[config.mk]
export PLATFORM = sky130hd
export DESIGN_NAME = mvr_back
export DESIGN_NICKNAME = d
export VERILOG_FILES = /design/src/hdl/mvr_pkg.sv /design/src/hdl/mvr_back.sv
export SDC_FILE = /design/constraint.sdc
export NUM_CORES = 1
export LEC_CHECK = 0
export BUFFER_PORTS_ARGS = -buffer_cell sky130_fd_sc_hd__buf_2
export CAP_MARGIN = 15
export CORE_AREA = 10 10 131 133
export CTS_CLUSTER_DIAMETER = 150
export CTS_CLUSTER_SIZE = 30
export DETAILED_ROUTE_END_ITERATION = 6
export DIE_AREA = 0 0 141 143
export MAX_ROUTING_LAYER = met4
export PLACE_DENSITY = 0.94
export SYNTH_ARGS = -nofsm -noshare
export SYNTH_HDL_FRONTEND = slang
export SYNTH_SLANG_ARGS = --single-unit
[constraint.sdc]
create_clock -name clk -period 11.6 [get_ports clk]
set_input_delay 0.58 -clock clk [delete_from_list [all_inputs] [get_ports clk]]
set_output_delay 0.58 -clock clk [all_outputs]
set_load 0.02 [all_outputs]
[src/hdl/mvr_pkg.sv]
package mvr_pkg;

  // Word widths
  localparam int DATA_W  = 32;               // velocity width, signed
  localparam int DEPTH_W = DATA_W - 1;       // depth width, unsigned
  localparam int PROD_W  = DATA_W + DEPTH_W; // |slope| * remainder
  localparam int ACC_W   = DATA_W + 2;       // |slope| * ratio, plus quotient

  // Result status codes
  typedef enum logic [1:0] {
    STATUS_OK   = 2'd0,
    STATUS_SAT  = 2'd1,
    STATUS_ZERO = 2'd2
  } status_t;

  // Input word: one column stencil
  typedef struct packed {
    logic                     mode;
    logic [DEPTH_W-1:0]       h_above;
    logic [DEPTH_W-1:0]       h_center;
    logic [DEPTH_W-1:0]       h_below;
    logic signed [DATA_W-1:0] vel_above;
    logic signed [DATA_W-1:0] vel_center;
    logic signed [DATA_W-1:0] vel_below;
  } stencil_t;

  // Output word
  typedef struct packed {
    logic signed [DATA_W-1:0] vel_face;
    status_t                  status;
  } face_t;

  // Divider operands
  typedef struct packed {
    logic [PROD_W-1:0]  num;
    logic [DEPTH_W-1:0] den;
  } div_op_t;

  // Data that rides along the divider
  typedef struct packed {
    logic [ACC_W-1:0]         a;     // |slope| * integer part of ratio
    logic signed [DATA_W-1:0] vc;    // centre velocity
    logic                     neg;   // limited velocity slope is negative
    logic                     zero;  // centre depth is zero
  } div_side_t;

endpackage

[src/hdl/mvr_back.sv]
module mvr_back (
  input  logic                       clk,
  input  logic                       rst,
  input  logic                       in_valid,
  input  logic [mvr_pkg::DATA_W-1:0] quo,
  input  mvr_pkg::div_side_t         side,
  output logic                       en,
  output logic                       face_valid,
  input  logic                       face_ready,
  output mvr_pkg::face_t             face
);

  localparam int DW = mvr_pkg::DATA_W;
  localparam int AW = mvr_pkg::ACC_W;
  localparam logic signed [DW-1:0] VelMax = {1'b0, {(DW-1){1'b1}}};
  localparam logic signed [DW-1:0] VelMin = {1'b1, {(DW-1){1'b0}}};

  // final correction term q = (|s|*m + floor(|s|*r/hc)) / 4
  logic                 vb;
  logic [DW-1:0]        qq;
  logic signed [DW-1:0] vcb;
  logic                 negb, zerob;
  logic [AW-1:0]        sum;

  // result and status
  logic signed [DW+1:0] res;
  mvr_pkg::face_t       word_new;

  // output register and skid entry
  logic           skid_valid;
  mvr_pkg::face_t skid;
  logic           take, new_v, load_out, load_skid;
  logic           face_valid_next, skid_valid_next;

  assign sum = side.a + AW'(quo);

  always_ff @(posedge clk) begin
    if (rst) vb <= 1'b0;
    else if (en) vb <= in_valid;
  end

  always_ff @(posedge clk) begin
    if (en) begin
      qq    <= sum[DW+1:2];
      vcb   <= side.vc;
      negb  <= side.neg;
      zerob <= side.zero;
    end
  end

  // apply correction, saturate; a zero centre depth gives 0
  always_comb begin
    res = negb ? {{2{vcb[DW-1]}}, vcb} + $signed({2'b00, qq})
               : {{2{vcb[DW-1]}}, vcb} - $signed({2'b00, qq});
    if (zerob) begin
      word_new.vel_face = '0;
      word_new.status   = mvr_pkg::STATUS_ZERO;
    end else if (res[DW+1:DW-1] != 3'b000 && res[DW+1:DW-1] != 3'b111) begin
      word_new.vel_face = res[DW+1] ? VelMin : VelMax;
      word_new.status   = mvr_pkg::STATUS_SAT;
    end else begin
      word_new.vel_face = res[DW-1:0];
      word_new.status   = mvr_pkg::STATUS_OK;
    end
  end

  // output buffer control: the pipeline freezes only while the skid is full
  always_comb begin
    en              = !skid_valid;
    take            = !face_valid || face_ready;
    new_v           = en && vb;
    load_skid       = !take && new_v;
    load_out        = take && (skid_valid || new_v);
    face_valid_next = take ? (skid_valid || new_v) : 1'b1;
    skid_valid_next = skid_valid ? !take : load_skid;
  end

  always_ff @(posedge clk) begin
    if (rst) begin
      face_valid <= 1'b0;
      skid_valid <= 1'b0;
    end else begin
      face_valid <= face_valid_next;
      skid_valid <= skid_valid_next;
    end
  end

  always_ff @(posedge clk) begin
    if (load_out) face <= skid_valid ? skid : word_new;
    if (load_skid) skid <= word_new;
  end

  a_skid_implies_out: assert property (@(posedge clk) disable iff (rst)
    skid_valid |-> face_valid)
    else $error("skid holds a word while output is empty");

  a_skid_on_stall: assert property (@(posedge clk) disable iff (rst)
    $rose(skid_valid) |-> $past(face_valid && !face_ready))
    else $error("skid filled without an output stall");

  a_zero_depth: assert property (@(posedge clk) disable iff (rst)
    face_valid && face.status == mvr_pkg::STATUS_ZERO |-> face.vel_face == '0)
    else $error("zero depth result is not zero");

  a_sat_value: assert property (@(posedge clk) disable iff (rst)
    face_valid && face.status == mvr_pkg::STATUS_SAT |->
      face.vel_face == VelMax || face.vel_face == VelMin)
    else $error("saturated result is not a limit value");

endmodule

==> impl_metrics.json <==
{
  "synthTopCellsByArea": "edfxtp_1 (45%), ha_1 (9.2%), xor2_1 (4.7%)",
  "rows": 44,
  "synth-seq-area-share": 0.4528,
  "h-tree-depth": 4,
  "criticalPathCategory": "register to register",
  "synthArstFlopShare": 0,
  "status": "completed",
  "period_minus_slack_ns": 6.204,
  "cp_data_required_time_ns": 11.81,
  "setup_violations": 0,
  "gp_routability_congestion": 0.9168,
  "cts_tree": "done",
  "finalMaxSlewViolations": 0,
  "dieArea_mm2": 0.02016,
  "cts_hold_buf": 0,
  "critPathCaptureType": "register",
  "critPathLaunchType": "register",
  "worst_ep_arrival_time_ns": 6.41,
  "cts_setup_buffers": 0,
  "finClkSkew_ns": 0.009328,
  "io_buffers": 139,
  "holdCritPathClass": "input port to register",
  "synth_edf_count": 134,
  "maxCapViolCount": 0,
  "crit_fanout": 25,
  "overflow": 0,
  "wl_per_cell_um": 17.50,
  "path_clk_slew_ns": 0.06,
  "avgViaCountPerCell": 5.914,
  "vias": 7014,
  "final_area_mm2": 0.01047,
  "ys_types": 74,
  "wl_met2_um": 10310,
  "p_leak_nw": 4.375,
  "max_stage_delay_ns": 0.92,
  "drc": 0,
  "clk_latency_ns": 0.43,
  "cts_max_path_buffers": 2,
  "top_layer": "met4",
  "drt_wl_total_um": 20760,
  "finalWorstSetupSlack_ns": 5.396,
  "post-place-ws_ns": 5.671,
  "drive_above_1_share": 0.2226,
  "peakVddDrop_v": 0.0001286,
  "ys.flop_type": "edfxtp_1",
  "slew_headroom": 0.2201,
  "syn_inst": 853,
  "fin_hold_ws_ns": 0.3216,
  "yosysTopAreaCellShare": 0.4461,
  "fmax_mhz": 161.2,
  "core_mm2": 0.01442,
  "syn_to_final_growth_pct": 16.02,
  "syn-num-nets": 1024,
  "die_height_um": 143,
  "crit_top_cell": "nor3_1",
  "tightestPinTransition_ns": 1.170,
  "ant_nets": 0,
  "fin_nets": 1160,
  "path_cells": "or4_4 > or3_4 > or3_2 > nor3_1 > a21oi_1 > xor2_1 > ha_1 > and3_1 > nand3_1 > nor3_1 > and4_1 > a311o_1 > o21ai_0 > o22ai_4 > nand2_2 > o31ai_1",
  "cp_slowest_cell": "o22ai_4",
  "yosys.area.top_type": "edfxtp_1",
  "finalHoldViolCount": 0,
  "grt_start_max_net_pins": 62,
  "firstDrtPassIters": 5,
  "seqCellArea_mm2": 0.004085,
  "pwr_density_cell_mw_per_mm2": 192.3,
  "cts_sinks": 137,
  "antenna_found_initial": 0,
  "n_fill_cell": 1009,
  "cts_root_buf": "clkbuf_16",
  "track_usage": 0.2112,
  "yosys_warnings": 0,
  "numCtsBuffers": 17,
  "place_area_mm2": 0.009858,
  "grt_pass1_wl_um": 34020,
  "pin_count": 140,
  "period_share": 0.5349,
  "ys_ff_latch": 137,
  "crit_buf_inv": 0,
  "first_global_vias": 7167,
  "setup-tns-final_ns": 0,
  "place_hpwl_um": 15620,
  "drt-met1-wl_um": 9090,
  "crit_family": "simple AND/OR/NAND/NOR gates",
  "wl_met3_um": 1040,
  "cts.repair.resized": 0,
  "synth.avg_cell_area_um2": 10.57,
  "multiInputGateArea_mm2": 0.004633,
  "drt_iter0_drc": 551,
  "synth_area_mm2": 0.009020,
  "fp.dieW_um": 141,
  "antenna_cells": 0,
  "grt_setup_unrepaired": "no",
  "initial_core_util": 0.6253
}
==> worst register-to-register path, delay by kind of cell (launching register included) <==
kind,cells,cell delay (ns)
AOI/OAI and AO/OA,5,1.89
DFF,1,0.44
xor gates and xnor gates,1,0.22
and+or+nand+nor,9,3.01
adders and majority gates,1,0.43
==> stage by stage <==
| step | total power, mW | std cells | util |
|---|---|---|---|
| 2_1_floorplan | 1.276 | 853 | - |
| 3_3_place_gp | 1.415 | 1154 | 0.6835 |
| 3_5_place_dp | 1.447 | 1154 | 0.6835 |
| 4_1_cts | 2.011 | 1186 | 0.7255 |
| 5_1_grt | 2.119 | 1186 | 0.7255 |
| 6_report | 2.013 | 1186 | 0.7255 |
==> cell type report <==
cell class	instances	share of cell area
Clock buffer	18	0.04197
Clock inverter	14	0.01602
Inverter	45	0.01614
Multi-Input combinational cell	643	0.4427
Sequential cell	137	0.3904
Tap cell	184	0.02200
Timing Repair Buffer	145	0.07078
==> layout by cell type (no fill, tap or decap), types with 25 or more instances in the layout <==
cell / Yosys / layout
a21o_1: 25 / 25
a21oi_1: 76 / 76
buf_2: 3 / 139
edfxtp_1: 134 / 134
ha_1: 66 / 66
inv_1: 44 / 43
nand2_1: 63 / 63
nor2_1: 65 / 65
o21ai_0: 30 / 30
xnor2_1: 37 / 37
xor2_1: 48 / 48
==> path summary, 6_finish.rpt <==
| check | slack (ns) | endpoint | startpoint | cells past startpoint |
|---|---|---|---|---|
| setup / recovery | 5.40 | face[2]$_DFFE_PP_ | qq[16]$_DFFE_PN_ | 16 |
| hold / removal | 0.32 | vcb[9]$_DFFE_PN_ | side[11] | 1 |
| setup reg to reg | 5.40 | face[2]$_DFFE_PP_ | qq[16]$_DFFE_PN_ | 16 |
| hold reg to reg | 0.53 | face[26]$_DFFE_PP_ | skid[26]$_DFFE_PP_ | 2 |
==> flip-flops by register name, indices dropped and copies added, names as in the netlist, 32 cells and up <==
name,cells
skid,34
qq,32
face,34
vcb,32
==> routing by layer <==
metal	up-vias	GRT usage
met4	0	0.07337
met2	240	0.3534
met1	3280	0.2512
met3	30	0.03980
li1	3464	-
met5	-	-
==> synth_stat cells (14+ instances only) <==
library cell,instances
nand2_1,63
ha_1,66
xnor2_1,37
and3_1,15
xor2_1,48
a21oi_1,76
a31oi_2,14
o21ai_0,30
inv_1,44
clkbuf_1,20
nor3_1,18
edfxtp_1,134
o21ai_1,20
a21o_1,25
nor2_1,65
==> power breakdown <==
part | internal (mW) | switching (mW) | leakage [nW]
registers | 0.638 | 0.0365 | 1.36
clock network | 0.344 | 0.215 | 0.293
logic | 0.305 | 0.474 | 2.73
==> cells by family (layout without fill, tap and decap cells) <==
logic type,after synthesis,after routing,synth area share
buf+inv,73,222,0.03495
simple gates,232,232,0.1276
fa+ha+maj,67,67,0.09377
flops,137,137,0.4528
xor+xnor,86,86,0.08434
compound gates,255,255,0.2017
mux,3,3,0.004855
Power figures use the tool's default switching activity.
