<file path="config.mk">
export PLATFORM = sky130hd
export DESIGN_NAME = mvr_front
export DESIGN_NICKNAME = d
export VERILOG_FILES = /design/src/hdl/mvr_pkg.sv /design/src/hdl/mvr_front.sv
export SDC_FILE = /design/constraint.sdc
export NUM_CORES = 2
export LEC_CHECK = 0
export ABC_CLOCK_PERIOD_IN_PS = 9100
export BUFFER_PORTS_ARGS = -buffer_cell sky130_fd_sc_hd__buf_2
export CORE_MARGIN = 2
export CORE_UTILIZATION = 25
export DETAILED_ROUTE_END_ITERATION = 8
export PLACE_DENSITY = 0.37
export SYNTH_ARGS = -nofsm -noshare
export SYNTH_HDL_FRONTEND = slang
export SYNTH_SLANG_ARGS = --single-unit
</file>
<file path="constraint.sdc">
create_clock -name clk -period 9.1 [get_ports clk]
set_clock_uncertainty 0.15 [all_clocks]
set_input_delay 1.82 -clock clk [delete_from_list [all_inputs] [get_ports clk]]
set_output_delay 1.82 -clock clk [all_outputs]
set_load 0.05 [all_outputs]
</file>
<file path="src/hdl/mvr_pkg.sv">
package mvr_pkg;

  // Word widths
  localparam int DATA_W  = 32;               // velocity width, signed
  localparam int DEPTH_W = DATA_W - 1;       // depth width, unsigned
  localparam int PROD_W  = DATA_W + DEPTH_W; // |slope| * remainder
  localparam int ACC_W   = DATA_W + 2;       // |slope| * ratio, plus quotient

  // Result status codes
  typedef enum logic [1:0] {
    STATUS_OK   = 2'd0,
    STATUS_SAT  = 2'd1,
    STATUS_ZERO = 2'd2
  } status_t;

  // Input word: one column stencil
  typedef struct packed {
    logic                     mode;
    logic [DEPTH_W-1:0]       h_above;
    logic [DEPTH_W-1:0]       h_center;
    logic [DEPTH_W-1:0]       h_below;
    logic signed [DATA_W-1:0] vel_above;
    logic signed [DATA_W-1:0] vel_center;
    logic signed [DATA_W-1:0] vel_below;
  } stencil_t;

  // Output word
  typedef struct packed {
    logic signed [DATA_W-1:0] vel_face;
    status_t                  status;
  } face_t;

  // Divider operands
  typedef struct packed {
    logic [PROD_W-1:0]  num;
    logic [DEPTH_W-1:0] den;
  } div_op_t;

  // Data that rides along the divider
  typedef struct packed {
    logic [ACC_W-1:0]         a;     // |slope| * integer part of ratio
    logic signed [DATA_W-1:0] vc;    // centre velocity
    logic                     neg;   // limited velocity slope is negative
    logic                     zero;  // centre depth is zero
  } div_side_t;

endpackage

</file>
<file path="src/hdl/mvr_front.sv">
module mvr_front (
  input  logic                clk,
  input  logic                rst,
  input  logic                en,
  input  logic                in_valid,
  input  mvr_pkg::stencil_t   in_word,
  output logic                out_valid,
  output mvr_pkg::div_op_t    op,
  output mvr_pkg::div_side_t  side
);

  localparam int DW = mvr_pkg::DATA_W;
  localparam int HW = mvr_pkg::DEPTH_W;
  localparam int PW = mvr_pkg::PROD_W;
  localparam int AW = mvr_pkg::ACC_W;

  // minmod: zero on differing signs, else the smaller magnitude
  function automatic logic signed [DW:0] minmod(input logic signed [DW:0] x,
                                                input logic signed [DW:0] y);
    logic signed [DW:0] res;
    if (x[DW] != y[DW]) res = '0;
    else if (!x[DW])    res = (x <= y) ? x : y;
    else                res = (x >= y) ? x : y;
    return res;
  endfunction

  logic v1, v2, v3, v4, v5;

  // stage 1: one-sided differences
  logic signed [HW:0] dh_lo, dh_hi;
  logic signed [DW:0] dv_lo, dv_hi;
  logic [HW-1:0]      hc1;
  logic signed [DW-1:0] vc1;
  logic               mode1, zero1;

  // stage 2: limited slopes
  logic signed [HW:0]   sh2;
  logic signed [DW:0]   sv2;
  logic [HW-1:0]        hc2;
  logic signed [DW-1:0] vc2;
  logic                 mode2, zero2;
  logic signed [DW:0]   sh_wide;

  // stage 3: face depth (one extra fraction bit) and slope magnitude
  logic [HW+1:0]        face3, h3x3;
  logic [DW-1:0]        mag3;
  logic [HW-1:0]        hc3;
  logic signed [DW-1:0] vc3;
  logic                 neg3, zero3;
  logic [DW:0]          sv_abs;
  logic [HW+1:0]        hc2_x2, face_next;

  // stage 4: face / centre as integer part and remainder
  logic [1:0]           m4;
  logic [HW-1:0]        r4, hc4;
  logic [DW-1:0]        mag4;
  logic signed [DW-1:0] vc4;
  logic                 neg4, zero4;
  logic [HW+2:0]        d1, d2, d3;

  // valid chain
  always_ff @(posedge clk) begin
    if (rst) begin
      v1 <= 1'b0;
      v2 <= 1'b0;
      v3 <= 1'b0;
      v4 <= 1'b0;
      v5 <= 1'b0;
    end else if (en) begin
      v1 <= in_valid;
      v2 <= v1;
      v3 <= v2;
      v4 <= v3;
      v5 <= v4;
    end
  end

  always_comb begin
    sh_wide   = minmod({dh_lo[HW], dh_lo}, {dh_hi[HW], dh_hi});
    hc2_x2    = {1'b0, hc2, 1'b0};
    face_next = mode2 ? hc2_x2 + {sh2[HW], sh2} : hc2_x2 - {sh2[HW], sh2};
    sv_abs    = sv2[DW] ? -sv2 : sv2;
    d1 = {1'b0, face3} - {3'b000, hc3};
    d2 = {1'b0, face3} - {2'b00, hc3, 1'b0};
    d3 = {1'b0, face3} - {1'b0, h3x3};
  end

  always_ff @(posedge clk) begin
    if (en) begin
      // stage 1
      dh_lo <= $signed({1'b0, in_word.h_center}) - $signed({1'b0, in_word.h_below});
      dh_hi <= $signed({1'b0, in_word.h_above}) - $signed({1'b0, in_word.h_center});
      dv_lo <= $signed({in_word.vel_center[DW-1], in_word.vel_center})
             - $signed({in_word.vel_below[DW-1], in_word.vel_below});
      dv_hi <= $signed({in_word.vel_above[DW-1], in_word.vel_above})
             - $signed({in_word.vel_center[DW-1], in_word.vel_center});
      hc1   <= in_word.h_center;
      vc1   <= in_word.vel_center;
      mode1 <= in_word.mode;
      zero1 <= (in_word.h_center == '0);
      // stage 2
      sh2   <= sh_wide[HW:0];
      sv2   <= minmod(dv_lo, dv_hi);
      hc2   <= hc1;
      vc2   <= vc1;
      mode2 <= mode1;
      zero2 <= zero1;
      // stage 3
      face3 <= face_next;
      h3x3  <= hc2_x2 + {2'b00, hc2};
      mag3  <= sv_abs[DW-1:0];
      hc3   <= hc2;
      vc3   <= vc2;
      neg3  <= sv2[DW];
      zero3 <= zero2;
      // stage 4: face lies in [hc, 3*hc]
      if (!d3[HW+2]) begin
        m4 <= 2'd3;
        r4 <= d3[HW-1:0];
      end else if (!d2[HW+2]) begin
        m4 <= 2'd2;
        r4 <= d2[HW-1:0];
      end else begin
        m4 <= 2'd1;
        r4 <= d1[HW-1:0];
      end
      mag4  <= mag3;
      hc4   <= hc3;
      vc4   <= vc3;
      neg4  <= neg3;
      zero4 <= zero3;
      // stage 5: products
      op.num    <= PW'(mag4) * PW'(r4);
      op.den    <= hc4;
      side.a    <= AW'(mag4) * AW'(m4);
      side.vc   <= vc4;
      side.neg  <= neg4;
      side.zero <= zero4;
    end
  end

  assign out_valid = v5;

endmodule

</file>
==> results.txt <==
----------------------------------------------------
[Setup path]
  Critical path launch point type ... register
  Timing endpoint of the critical path ... op[92]
  Startpoint-to-endpoint class of the critical path ... register to register
  Family of cells with the greatest summed delay on the critical path ... adder cells
  Most common cell on crit path ... fa_1
  Delay of the slowest cell on the worst path ... 610 ps
  Critical-path top delay cell ... edfxtp_1
  Arrival time worst endpoint ... 9020 ps
  CP bufs+invs ... 5
  Required time worst endpoint ... 9410 ps
  Critical Path Stages ... 26
  Depth of the worst register-to-register path ... 26
  Worst reg2reg path endpoint ... op[92]
  Maximum fanout encountered on the critical timing path ... 19
  Slack of the worst reg-to-reg path ... 390 ps
  Reg-to-reg startpoint ... mag4[15]
  Capturing element type of the critical path ... register
  Origin of the worst setup path ... mag4[15]

[Layout]
  Net total in the final layout ... about 9600
  Leading cell types in the layout, fill and taps excluded ... inv_1 (1223), fa_1 (877), edfxtp_1 (779)
  Commonest non-fill, non-tap cell in the layout ... inv_1
  Utilization after layout ... between 20% and 30%
  Filler cells ... approximately 32000
  Area growth from synthesis to final layout ... 14.64%
  Fraction of final layout cells sized beyond drive strength 1 ... under 10%

[Synth]
  Proportion of synthesized chip area in sequential cells ... 30.74%
  Yosys reg bits ... 784
  Number of nets in the synthesized netlist ... just over 9000
  Netlist area before placement ... 76430 sq um
  Ys Warns ... 0
  Async SR Flop Fraction ... 0%
  Most used flip-flop cell after synthesis ... edfxtp_1
  Count of flip-flops with a built-in enable after synthesis ... 779
  Number of unique standard cell types used by synthesis ... a little under 90
  Average instance area after synthesis ... 10.24 sq um
  Syn Inst Count ... 7462

[Clock network]
  Clock-pin slew on the worst setup and hold paths ... 60 ps
  CTS Buf Count ... 98
  CTS tree ... yes
  Clock latency reported for the late side of the worst-skew pair ... 750 ps
  H-tree depth ... 3
  Count of hold-fix buffers inserted at cts ... 0
  Sink Count ... 784
  Buffers from clock root to sink, at most ... 3
  Clk root buf ... clkbuf_16

[Detailed routing]
  Remaining number of nets flagged by the antenna check after routing ... 0
  Number of iterations in the first detailed-routing pass ... 5
  Highest metal layer with signal wires ... met5
  Final routed DRC violation total ... 0
  Metal2 WL ... approximately 100000 um
  Via count normalized by instance count ... around 4.4
  Drt initial violations ... 2627
  Overall routed net length ... around 230000 um
  Met3 wire len ... 8132 um
  Detailed-route wire length on metal 1 ... approximately 110000 um
  Vias ... 52550
  Final routed wire length divided by cell count ... 18.73 um

[GRT]
  Residual overflow from global routing ... 0
  First-pass GRT wire length ... ~340000 um
  Largest net degree at the start of global routing ... 153
  Number of antenna violations at the first check in global routing ... 26
  Total track usage ... between 10 and 15%
  Vias in the first global route ... 56370

[Floorplanning]
  Total I/O pin count ... 357
  Number of placement rows ... 203
  DIE AREA ... 310200 sq um
  Die extent in y ... between 500 and 600 um
  Core box area ... between 300000 and 400000 sq um
  Initial standard-cell utilization of the core ... 25.05%
  Chip Width ... 556.9 um

[Timing]
  Highest achievable clock rate ... 0.1148 GHz
  Count of final setup violators ... 0
  Pin slew with the least headroom to its limit ... 1163 ps
  Minimum clock period after layout ... between 8000 and 9000 ps
  Fin. Hold Viols ... 0
  Setup TNS ... 0 ps
  Total count of max-transition violations in the final report ... 0
  Worst-case headroom to the max-slew limit ... about a fifth
  Setup repair after global routing missed its margin ... false
  Portion of the clock cycle consumed by the worst path in the final layout ... 95.69%

[Status]
  Result of the run ... completed

[Place]
  Placer Congestion ... 0.8458
  HPWL reported at the end of detailed placement ... ~190000 um
  Number of input and output port buffers inserted ... ~360

[Hold path]
  Path category of the worst min-delay check ... register to register

[Flow run]
  Max capacitance violation total ... 0

----------------------------------------------------
[routing by layer]
layer / vias to the layer above / GRT usage [%]
met5: - / 0
met4: 24 / 4.041
met3: 265 / 2.160
met2: 796 / 22.95
met1: 26170 / 20.22
li1: 25300 / -
[area by class of cell]
| type | count | area (sq um) | share of cell area, % |
|---|---|---|---|
| clock buffers | 115 | 2537 | 2.896 |
| diodes | 14 | 35.03 | 0.03999 |
| inverters | 1224 | 4594 | 5.244 |
| flip-flops and latches | 784 | 23490 | 26.81 |
| repair buffers | 546 | 3585 | 4.091 |
| multi-input cells | 5185 | 47340 | 54.03 |
| well taps | 4100 | 5130 | 5.855 |
| clock inverters | 68 | 900.9 | 1.028 |
[metrics by stage]
stage / hold WS, ps / instance area (sq um) / cells / setup slack [ps]
2_1_floorplan: 250.3 / 76430 / 7462 / 1461
3_3_place_gp: 250.7 / 84100 / 11840 / 198.2
3_5_place_dp: 254.5 / 84100 / 11840 / 153.1
4_1_cts: 236.8 / 87540 / 12020 / 141.7
5_1_grt: 231.0 / 87590 / 12030 / 4.556
6_report: 234.1 / 87620 / 12040 / 391.8
[cells by family (layout without fill, tap and decap cells)]
logic type / after synthesis / in the layout / synth area share [%]
AO/OA/AOI/OAI: 1152 / 1152 / 9.677
XOR/XNOR: 341 / 341 / 3.908
adder cells (fa/ha/maj): 1543 / 1543 / 33.87
buffers and inverters: 1493 / 1953 / 7.359
flip-flops: 784 / 784 / 30.74
multiplexers: 80 / 80 / 1.049
other: 0 / 14 / 0
AND/OR/NAND/NOR: 2069 / 2069 / 13.39
[cells in the mapped netlist (21+ instances only)]
master    number  area, sq um
a31oi_1       36        225.2
and2_1       591         3697
and3_1        27        168.9
clkbuf_1     250        938.4
o21ai_0      215         1076
nand2_1      745         2796
nor2_1       318         1194
xnor2_1      248         2172
nor2b_1       58        362.9
mux2i_1       79        790.8
nor3_1        56        280.3
a21oi_1      354         1772
or3_1         26        162.7
edfxtp_1     779        23390
o21bai_1      36        270.3
o31ai_1       33        247.7
a21boi_0      21        157.7
nor4_1        24        150.1
nand3_1       57        285.3
nand4_1       51        319.1
nand2b_1      68        425.4
fa_1         877        17560
xor2_1        93        814.5
a211oi_1      45        337.8
ha_1         666         8333
o21a_1        68        510.5
a21o_1       175         1314
inv_1       1223         4591
[repair_timing]
item | 4_1_cts | 5_1_grt
setup buffers | 0 | 3
setup endpoints to repair | 0 | 5
resized for setup | 0 | 1
[state kept, by name, summed over array words and instances, names as in the netlist, 32 cells and up]
register,flops
dh_hi,32
dh_lo,32
dv_hi,33
dv_lo,33
face3,33
h3x3,33
mag3,32
mag4,32
op,94
sh2,32
side,68
sv2,33
vc1,32
vc2,32
vc3,32
vc4,32
[worst min-delay path by stage]
| stage | from | end | slack (ps) | cells past startpoint |
|---|---|---|---|---|
| floorplan | hc1[0] | hc2[0] | 250 | 0 |
| global placement | vc2[25] | vc3[25] | 250 | 0 |
| detailed placement | hc1[29] | hc2[29] | 250 | 0 |
| CTS | vc2[22] | vc3[22] | 240 | 0 |
| global route | vc4[20] | side[22] | 230 | 0 |
| finish | vc2[22] | vc3[22] | 230 | 0 |
Power is not shown: default switching activity piles up to over one toggle a cycle in this logic, so the estimate is an artifact.
